<file path="config.mk">
export PLATFORM = sky130hd
export DESIGN_NAME = glob_wildcard_match_unit
export DESIGN_NICKNAME = d
export VERILOG_FILES = /design/src/gwm_pkg.sv /design/src/gwm_cell.sv /design/src/gwm_star_closure.sv /design/src/glob_wildcard_match_unit.sv
export SDC_FILE = /design/constraint.sdc
export NUM_CORES = 1
export LEC_CHECK = 0
export ABC_AREA = 1
export ABC_CLOCK_PERIOD_IN_PS = 2700
export BUFFER_PORTS_ARGS = -buffer_cell sky130_fd_sc_hd__buf_2
export CORE_MARGIN = 3
export CORE_UTILIZATION = 30
export DETAILED_ROUTE_END_ITERATION = 10
export PLACE_DENSITY = 0.46
export SLEW_MARGIN = 20
export SYNTH_ARGS = -nofsm -noshare
export SYNTH_HDL_FRONTEND = slang
export SYNTH_SLANG_ARGS = --single-unit
</file>
<file path="constraint.sdc">
create_clock -name clk -period 2.7 [get_ports clk]
set_clock_uncertainty 0.05 [all_clocks]
set_input_delay 0.135 -clock clk [delete_from_list [all_inputs] [get_ports clk]]
set_output_delay 0.135 -clock clk [all_outputs]
set_load 0.01 [all_outputs]
</file>
<file path="src/gwm_pkg.sv">
// ----------------------------------------------------------------------------
// gwm_pkg
// shared op codes, pattern byte codes and cell interface types for the
// glob wildcard matcher
// ----------------------------------------------------------------------------
package gwm_pkg;

  typedef enum logic [1:0] {
    OP_CLEAR  = 2'd0,
    OP_APPEND = 2'd1,
    OP_TARGET = 2'd2,
    OP_END    = 2'd3
  } gwm_op_t;

  localparam logic [7:0] STAR_BYTE = 8'h2A;
  localparam logic [7:0] ANY_BYTE  = 8'h3F;

  // controls broadcast to every cell of the row
  typedef struct packed {
    logic clear;   // drop the pattern
    logic step;    // advance the reached set by one target byte
    logic rearm;   // reached set back to position zero only
  } gwm_ctrl_t;

  // what each cell reports to the rest of the row
  typedef struct packed {
    logic reached; // raw reached bit of this position
    logic valid;   // position holds a pattern byte
    logic star;    // pattern byte is a star
    logic match;   // reach handed to the next position on a step
  } gwm_cell_status_t;

endpackage

</file>
<file path="src/gwm_cell.sv">
// ----------------------------------------------------------------------------
// gwm_cell
// one pattern position: holds its pattern byte and its reached bit, and
// hands a matched reach to its right-hand neighbor on every target byte
// ----------------------------------------------------------------------------
module gwm_cell #(
  parameter bit FIRST = 1'b0
) (
  input  logic                       clk,
  input  logic                       rst,
  input  gwm_pkg::gwm_ctrl_t         ctrl,
  input  logic                       write_en,
  input  logic [7:0]                 symbol,
  input  logic                       closed,
  input  logic                       match_in,
  output gwm_pkg::gwm_cell_status_t  status
);
  import gwm_pkg::*;

  logic [7:0] pattern_byte;
  logic       valid;
  logic       star;
  logic       reached;
  logic       reached_next;
  logic       hit;

  // a closed reach on a star stays put; on a non-star byte it moves right only on a hit
  assign hit          = (pattern_byte == ANY_BYTE) || (pattern_byte == symbol);
  assign reached_next = (closed & valid & star) | match_in;

  always_ff @(posedge clk) begin
    if (rst) begin
      valid   <= 1'b0;
      reached <= FIRST;
    end else begin
      if (ctrl.clear) begin
        valid <= 1'b0;
      end else if (write_en) begin
        valid <= 1'b1;
      end
      if (ctrl.rearm) begin
        reached <= FIRST;
      end else if (ctrl.step) begin
        reached <= reached_next;
      end
    end
  end

  always_ff @(posedge clk) begin
    if (write_en) begin
      pattern_byte <= symbol;
      star         <= (symbol == STAR_BYTE);
    end
  end

  assign status.reached = reached;
  assign status.valid   = valid;
  assign status.star    = star;
  assign status.match   = closed & valid & ~star & hit;

endmodule

</file>
<file path="src/gwm_star_closure.sv">
// ----------------------------------------------------------------------------
// gwm_star_closure
// extends the raw reached set across runs of stars with a parallel prefix,
// so a reach entering a star run covers the whole run combinationally
// ----------------------------------------------------------------------------
module gwm_star_closure #(
  parameter int DEPTH = 65
) (
  input  logic [DEPTH-1:0] raw,
  input  logic [DEPTH-2:0] prop,
  output logic [DEPTH-1:0] closed
);

  localparam int LEVELS = (DEPTH > 1) ? $clog2(DEPTH) : 1;

  // gen[l][k]: position k reached from somewhere within 2^l positions
  // pass[l][k]: a reach 2^l positions left of k carries through to k
  logic [LEVELS:0][DEPTH-1:0] gen;
  logic [LEVELS:0][DEPTH-1:0] pass;

  always_comb begin
    gen[0]  = raw;
    pass[0] = {prop, 1'b0};
    for (int l = 0; l < LEVELS; l++) begin
      for (int k = 0; k < DEPTH; k++) begin
        if (k >= (1 << l)) begin
          gen[l+1][k]  = gen[l][k] | (pass[l][k] & gen[l][k-(1<<l)]);
          pass[l+1][k] = pass[l][k] & pass[l][k-(1<<l)];
        end else begin
          gen[l+1][k]  = gen[l][k];
          pass[l+1][k] = pass[l][k];
        end
      end
    end
    closed = gen[LEVELS];
  end

endmodule

</file>
<file path="src/glob_wildcard_match_unit.sv">
// ----------------------------------------------------------------------------
// glob_wildcard_match_unit
// glob matcher with '*' and '?' over a pattern loaded one byte at a time
// ----------------------------------------------------------------------------
// The pattern lives in a row of MAX_PATTERN cells, one per pattern byte, plus
// a terminal position past the last byte. op 0 clears the pattern and the
// overflow flag, op 1 appends a byte (dropped, with overflow set, once the row
// is full), op 2 feeds one target byte and op 3 ends the target: it returns
// matched and overflow as one result transaction and rearms the row for the
// next target while keeping the pattern. A new transaction can be accepted on
// every clock except while an op 3 is held off; the per-byte path is the star
// closure prefix (log2 of MAX_PATTERN+1 levels) followed by each cell's byte
// compare. The result lands in an output register in the cycle after op 3 is
// accepted. While that register is full and stalled, only an op 3 is held
// off; pattern and target bytes keep flowing.
// ----------------------------------------------------------------------------
module glob_wildcard_match_unit #(
  parameter int MAX_PATTERN = 64
) (
  input  logic       clk,
  input  logic       rst,
  input  logic       item_valid,
  output logic       item_stall,
  input  logic [1:0] op,
  input  logic [7:0] symbol,
  output logic       result_valid,
  input  logic       result_stall,
  output logic       matched,
  output logic       overflow
);
  import gwm_pkg::*;

  localparam int DEPTH = MAX_PATTERN + 1;
  localparam int LEN_W = $clog2(MAX_PATTERN + 1);

  gwm_ctrl_t                    ctrl;
  gwm_cell_status_t             status [MAX_PATTERN];
  logic [MAX_PATTERN-1:0]       write_en;
  logic [MAX_PATTERN:0]         match_chain;
  logic [DEPTH-1:0]             raw;
  logic [DEPTH-2:0]             prop;
  logic [DEPTH-1:0]             closed;

  logic [LEN_W-1:0]             pattern_length;
  logic                         overflow_flag;
  logic                         term_reached;

  logic                         accept;
  logic                         full;
  logic                         do_append;
  logic                         do_end;
  logic                         end_hit;

  // only an end of target needs the output register
  assign item_stall = result_valid & result_stall & (gwm_op_t'(op) == OP_END);
  assign accept     = item_valid & ~item_stall;
  assign full       = (pattern_length == LEN_W'(MAX_PATTERN));

  always_comb begin
    ctrl      = '0;
    do_append = 1'b0;
    do_end    = 1'b0;
    if (accept) begin
      case (gwm_op_t'(op))
        OP_CLEAR: begin
          ctrl.clear = 1'b1;
          ctrl.rearm = 1'b1;
        end
        OP_APPEND: begin
          do_append = 1'b1;
        end
        OP_TARGET: begin
          ctrl.step = 1'b1;
        end
        OP_END: begin
          ctrl.rearm = 1'b1;
          do_end     = 1'b1;
        end
        default: begin
          ctrl = '0;
        end
      endcase
    end
  end

  // the cell row; reach moves left to right through match_chain
  assign match_chain[0] = 1'b0;

  for (genvar i = 0; i < MAX_PATTERN; i++) begin : g_cell
    assign write_en[i] = do_append & ~full & (pattern_length == LEN_W'(i));

    gwm_cell #(
      .FIRST (i == 0)
    ) u_cell (
      .clk      (clk),
      .rst      (rst),
      .ctrl     (ctrl),
      .write_en (write_en[i]),
      .symbol   (symbol),
      .closed   (closed[i]),
      .match_in (match_chain[i]),
      .status   (status[i])
    );

    assign match_chain[i+1] = status[i].match;
    assign raw[i]           = status[i].reached;
    // a loaded star passes its reach on without consuming a byte
    assign prop[i]          = status[i].valid & status[i].star;
  end

  assign raw[MAX_PATTERN] = term_reached;

  gwm_star_closure #(
    .DEPTH (DEPTH)
  ) u_closure (
    .raw    (raw),
    .prop   (prop),
    .closed (closed)
  );

  // the end of the pattern is the first position without a byte; nothing is
  // ever reached past it, so any closed position without a byte is the end
  always_comb begin
    end_hit = closed[MAX_PATTERN];
    for (int k = 0; k < MAX_PATTERN; k++) begin
      end_hit = end_hit | (closed[k] & ~status[k].valid);
    end
  end

  // pattern length, sticky overflow and the terminal position
  always_ff @(posedge clk) begin
    if (rst) begin
      pattern_length <= '0;
      overflow_flag  <= 1'b0;
      term_reached   <= 1'b0;
    end else begin
      if (ctrl.clear) begin
        pattern_length <= '0;
        overflow_flag  <= 1'b0;
      end else if (do_append) begin
        if (full) begin
          overflow_flag <= 1'b1;
        end else begin
          pattern_length <= pattern_length + LEN_W'(1);
        end
      end
      // the end of the pattern matches no byte, so it only takes a reach in
      if (ctrl.rearm) begin
        term_reached <= 1'b0;
      end else if (ctrl.step) begin
        term_reached <= match_chain[MAX_PATTERN];
      end
    end
  end

  // output register for the result transaction
  always_ff @(posedge clk) begin
    if (rst) begin
      result_valid <= 1'b0;
    end else if (do_end) begin
      result_valid <= 1'b1;
    end else if (~result_stall) begin
      result_valid <= 1'b0;
    end
  end

  always_ff @(posedge clk) begin
    if (do_end) begin
      matched  <= end_hit;
      overflow <= overflow_flag;
    end
  end

endmodule
</file>
Word-level counts from Yosys, hierarchy flattened
Cells that the tools add are included.

word-level totals
  input port bits = 14
  word-level logic and storage cells = 2170
  output and inout port bits = 4
  bits in registers = 716

cells by class
  $add $sub $neg = 1
  multiplexer cells = 10
  bitwise gates (word level) = 1629
  equal/unequal tests = 197
  reduce and logical (&&, ||, !) cells = 71

operators by type and width
  cell                   count
  $and A1 B1 Y1          1044
  $eq A8 B6 Y1 const B   65
  $eq A8 B8 Y1           64
  $or A1 B1 Y1           455
  $eq A7 B6 Y1 const B   32
  $not A1 Y1             130
  $eq A7 B5 Y1 const B   16
  $logic_or A1 B1 Y1     64
  $eq A7 B4 Y1 const B   8
  $eq A7 B3 Y1 const B   4
  $eq A7 B2 Y1 const B   2
  $mux W1                9
  $add A7 B1 Y7 const B  1
  $eq A7 B1 Y1 const B   1
  $eq A7 B7 Y1 const B   1
  $logic_not A7 Y1       1
  $reduce_or A2 Y1       3
  $eq A2 B2 Y1 const B   2
  $reduce_and A2 Y1      2
  $mux W3                1
  $eq A2 B1 Y1 const B   1
  $logic_not A2 Y1       1
  $ne A2 B1 Y1 const B   1

Logic depth before layout (Yosys ltp)
  depth after elaboration = 78
  mapped depth = 18
  depth with buffers taken out = 18

Modules after synthesis
A second synthesis with hierarchy kept.

second synthesis, totals
  cell total of the unflattened synthesis = 5192
  area total of the unflattened synthesis = 41865.2 µm²

by module, submodules not included
  module                            cells an instance  times used  sequential area each (µm²)  area each (µm²)
  gwm_cell (g_cell[10].u_cell ...)  59                 63          310.3                       556.8
  gwm_star_closure                  927                1           0.0                         3946.3
  glob_wildcard_match_unit          487                1           260.2                       2283.4
  gwm_cell (g_cell[0].u_cell)       61                 1           310.3                       558.0

Worst setup path after synthesis
No wires, ideal clock.

  path type = input-to-reg
  start = input port symbol[2]
  end = register g_cell[0].u_cell.star (data pin)
  data required time = 2.151 ns
  data arrival time = 2.455 ns
  setup time = 0.499 ns
  slack = -0.304 ns
  buffers on the path = 3
  stages = 6
  cell sequence = clkbuf_1 inv_1 buf_2 clkbuf_1 nand4_1 nor2_1

between the ends
  word-level cells in the longest chain between the ends = 1

RTL lines
  what                  line                            RTL
  from (decl)           glob_wildcard_match_unit.sv:25  input logic [7:0] symbol,
  $eq A8 B6 Y1          gwm_cell.sv:52                  star <= (symbol == STAR_BYTE);
  to (signal assigned)  gwm_cell.sv:52
  to (decl)             gwm_cell.sv:22                  logic star;

No other way between the ends.
A chain may end at the register's enable or synchronous reset.

Final worst setup path
  start = register g_cell[18].u_cell.star
  end = register matched (data pin)

between the ends
  word-level cells in the longest chain between the ends = 76
  elaborated cells between the ends (all ways) = 342
  classes of those cells = bitwise (342)

RTL lines
  what                        line                             RTL
  from (decl)                 gwm_cell.sv:22
  from (signal assigned)      gwm_cell.sv:52
  $and A1 B1 Y1 *             glob_wildcard_match_unit.sv:108  assign prop[i] = status[i].valid & status[i].star;
  $and A1 B1 Y1               gwm_star_closure.sv:28           pass[l+1][k] = pass[l][k] & pass[l][k-(1<<l)];
  $and A1 B1 Y1               gwm_star_closure.sv:27           gen[l+1][k] = gen[l][k] | (pass[l][k] & gen[l][k-(1<<l)]);
  $or A1 B1 Y1                gwm_star_closure.sv:27
  $and A1 B1 Y1               gwm_star_closure.sv:27
  $or A1 B1 Y1                gwm_star_closure.sv:27
  $and A1 B1 Y1               gwm_star_closure.sv:27
  $or A1 B1 Y1 (2 in a row)   gwm_star_closure.sv:27
  $and A1 B1 Y1               gwm_star_closure.sv:27
  $or A1 B1 Y1 (2 in a row)   gwm_star_closure.sv:27
  $or A1 B1 Y1 (63 in a row)  glob_wildcard_match_unit.sv:126  end_hit = end_hit | (closed[k] & ~status[k].valid);
  $or A1 B1 Y1 *              glob_wildcard_match_unit.sv:126
  via end_hit                 glob_wildcard_match_unit.sv:52   logic end_hit;
  to (signal assigned)        glob_wildcard_match_unit.sv:169  matched <= end_hit;
  to (decl)                   glob_wildcard_match_unit.sv:28   output logic matched,

The timed path passes the listed nets; every way through them passes the cells marked *.

==> flow_summary.json <==
{
  "rsz0062_at_grt": "true",
  "slowest_delay_ns": 0.40,
  "crit_type": "flip-flop to flip-flop",
  "dp.cells": 5707,
  "routabilityCongestion": 0.956,
  "grt_pass1_wl_mm": 171,
  "hp-class": "primary input to flip-flop",
  "via_per_inst": 4.78,
  "nets": 4270,
  "instances_no_fill": 5918,
  "yosysUniqueCellTypes": 62,
  "die_area_mm2": 0.124,
  "postRouteAntennaNets": 0,
  "drtPass1Iterations": 5,
  "setup_viol_count_final": 0,
  "seq_area_frac_synth_pct": 55.8,
  "synth_cells": 3746,
  "grt_use_total_pct": 17.8,
  "fin_crit_ns": 2.68,
  "cap_violations": 0,
  "synthToLayoutAreaGrowth_pct": 25.7,
  "cp_cell_sequence": "nand2_2 > buf_6 > nor2_4 > nand2_1 > nand2_2 > buf_6 > a21oi_2 > buf_4 > buf_6 > nand3_4 > nand2_1 > nand2_1 > nor2_2 > nand4_1 > nor2_2 > nand4_1 > nor2_1 > nand4_1",
  "cp_slowest_cell": "edfxtp_1",
  "place_area_mm2": 0.0415,
  "drt-total-wl_mm": 114,
  "clk_pin_slew_ns": 0.06,
  "required_ns": 3.05,
  "via_count": 28300,
  "cts_buffers": 83,
  "status": "finished clean",
  "cts_buffer_depth": 3,
  "clock_latency_ns": 0.66,
  "p_total_mw": 25.0,
  "cp-start-kind": "flip-flop",
  "cp-end-kind": "flip-flop",
  "synth-seq-cells": 716,
  "path_max_fanout": 3,
  "start_util_pct": 30.4,
  "power_density_mw_per_mm2": 550,
  "synth-edff-count": 578,
  "fin_area_mm2": 0.0454,
  "cp.arrival_ns": 3.03,
  "hold_slack_ns": 0.133,
  "grt_pass1_vias": 27600,
  "tns_ns": 0,
  "hpwlAfterDp_mm": 82.3,
  "syn_area_per_cell_um2": 9.63,
  "synth_flop_cell": "edfxtp_1",
  "leakagePower_nw": 16.8,
  "final_common_cell": "nand2_1",
  "wl_per_cell_um": 19.2,
  "async_reset_ff_share_pct": 0,
  "cts_tree": "done",
  "hold_violations": 0,
  "cts.sinks": 716,
  "timing.fmax_ghz": 0.373,
  "drc": 0,
  "coreArea_mm2": 0.119,
  "fp.dieW_um": 353,
  "maxSlewHeadroom_pct": 30.7,
  "core.rowCount": 126,
  "syn-cell-area_mm2": 0.0361,
  "mostFrequentLayoutCells": "nand2_1, edfxtp_1, buf_4",
  "yosysWarnings": 0,
  "drtIter0Drc": 1962,
  "port_buffers": 17,
  "pin_count": 18,
  "ir_drop_mv": 0.470,
  "antenna_found_initial": 7,
  "grt_max_degree": 72,
  "slew_violations": 0,
  "tightest_slew_ns": 1.04,
  "synth_fp_nets": 3768,
  "fin_crit_sh_pct": 99.3,
  "layout-drive-gt1-share_pct": 23.4,
  "die_h_um": 353,
  "htreeDepth": 3,
  "antenna_cells": 0,
  "grt_overflow": 0,
  "root_buffer": "clkbuf_16"
}
synth_stat cells (56+ instances only):
library cell  instances  area (µm²)
o211ai_1             60         450
xnor2_1             257        2250
nand4_1             186        1160
dfxtp_1             138        2760
nor2_1              308        1160
o21ai_0              86         430
o21a_1               66         495
nand3_1             208        1040
nand2_1             694        2610
inv_1               458        1720
a21oi_1              94         470
or2_2                87         544
edfxtp_1            578       17400
buf_2                56         280
where the power goes:
part           internal [mW]  leakage (nW)  switching [mW]
combinational          0.626          9.19            1.06
clock                   6.66          1.35            4.64
sequential              11.9          6.30          0.0268
worst paths after layout:
path	startpoint	to	slack (ns)	cells past startpoint
hold reg to reg	overflow_flag	overflow	0.40	0
hold / removal	op[0]	matched	0.13	4
setup reg to reg	g_cell[18].u_cell.star	matched	0.02	18
setup / recovery	g_cell[18].u_cell.star	matched	0.02	18
metrics by stage:
stage / setup slack [ns] / utilization, %
floorplan: 0.347 / -
finish: 0.0186 / 38.2
global placement: -0.212 / 35.0
global route: -0.0969 / 38.2
detailed placement: -0.203 / 35.0
CTS: 0.00138 / 37.7
logic make-up (layout without fill, tap and decap cells):
| logic type | Yosys count | after routing | share of synthesized area, % |
|---|---|---|---|
| fa+ha+maj | 8 | 8 | 0.277 |
| buf+inv | 584 | 1156 | 6.35 |
| xor+xnor | 304 | 304 | 7.38 |
| flops | 716 | 716 | 55.8 |
| compound gates | 476 | 476 | 8.96 |
| simple gates | 1658 | 1658 | 21.3 |
layout make-up:
class	count	area [µm²]
fillers	11700	73400
well taps	1600	2000
multi-input cells	2446	14300
clock buffers	105	2270
clock inverters	50	480
repair buffers	529	4400
inverters	472	1780
flip-flops and latches	716	20100
per-layer routing:
metal / GRT usage (%) / vias to the layer above / part of all wire [%] / routed length (µm)
li1: - / 13900 / - / -
met1: 25.4 / 13800 / 48 / 54800
met2: 28.8 / 522 / 46 / 51900
met3: 2.31 / 124 / 4.1 / 4710
met4: 4.09 / 0 / 2.0 / 2230
met5: 0 / - / 0 / 0
registers in the layout (all words and copies together) (netlist names):
signal / flops
pattern_length: 7
matched: 1
term_reached: 1
overflow: 1
g_cell.u_cell.valid: 64
overflow_flag: 1
g_cell.u_cell.reached: 64
g_cell.u_cell.star: 64
result_valid: 1
g_cell.u_cell.pattern_byte: 512
critical path: cells and delay by family, from the launching register on:
family,cells,cell delay [ns]
flops,1,0.40
simple gates,13,1.36
compound gates,1,0.13
buf+inv,4,0.46
what timing repair did:
item	CTS	global route
endpoints found under the hold margin	215	0
setup buffers	22	23
pin swaps	37	59
setup endpoints to repair	1	54
gates resized for setup	75	139
hold buffers	12	0
No activity file was read; power rests on OpenSTA's default activity.
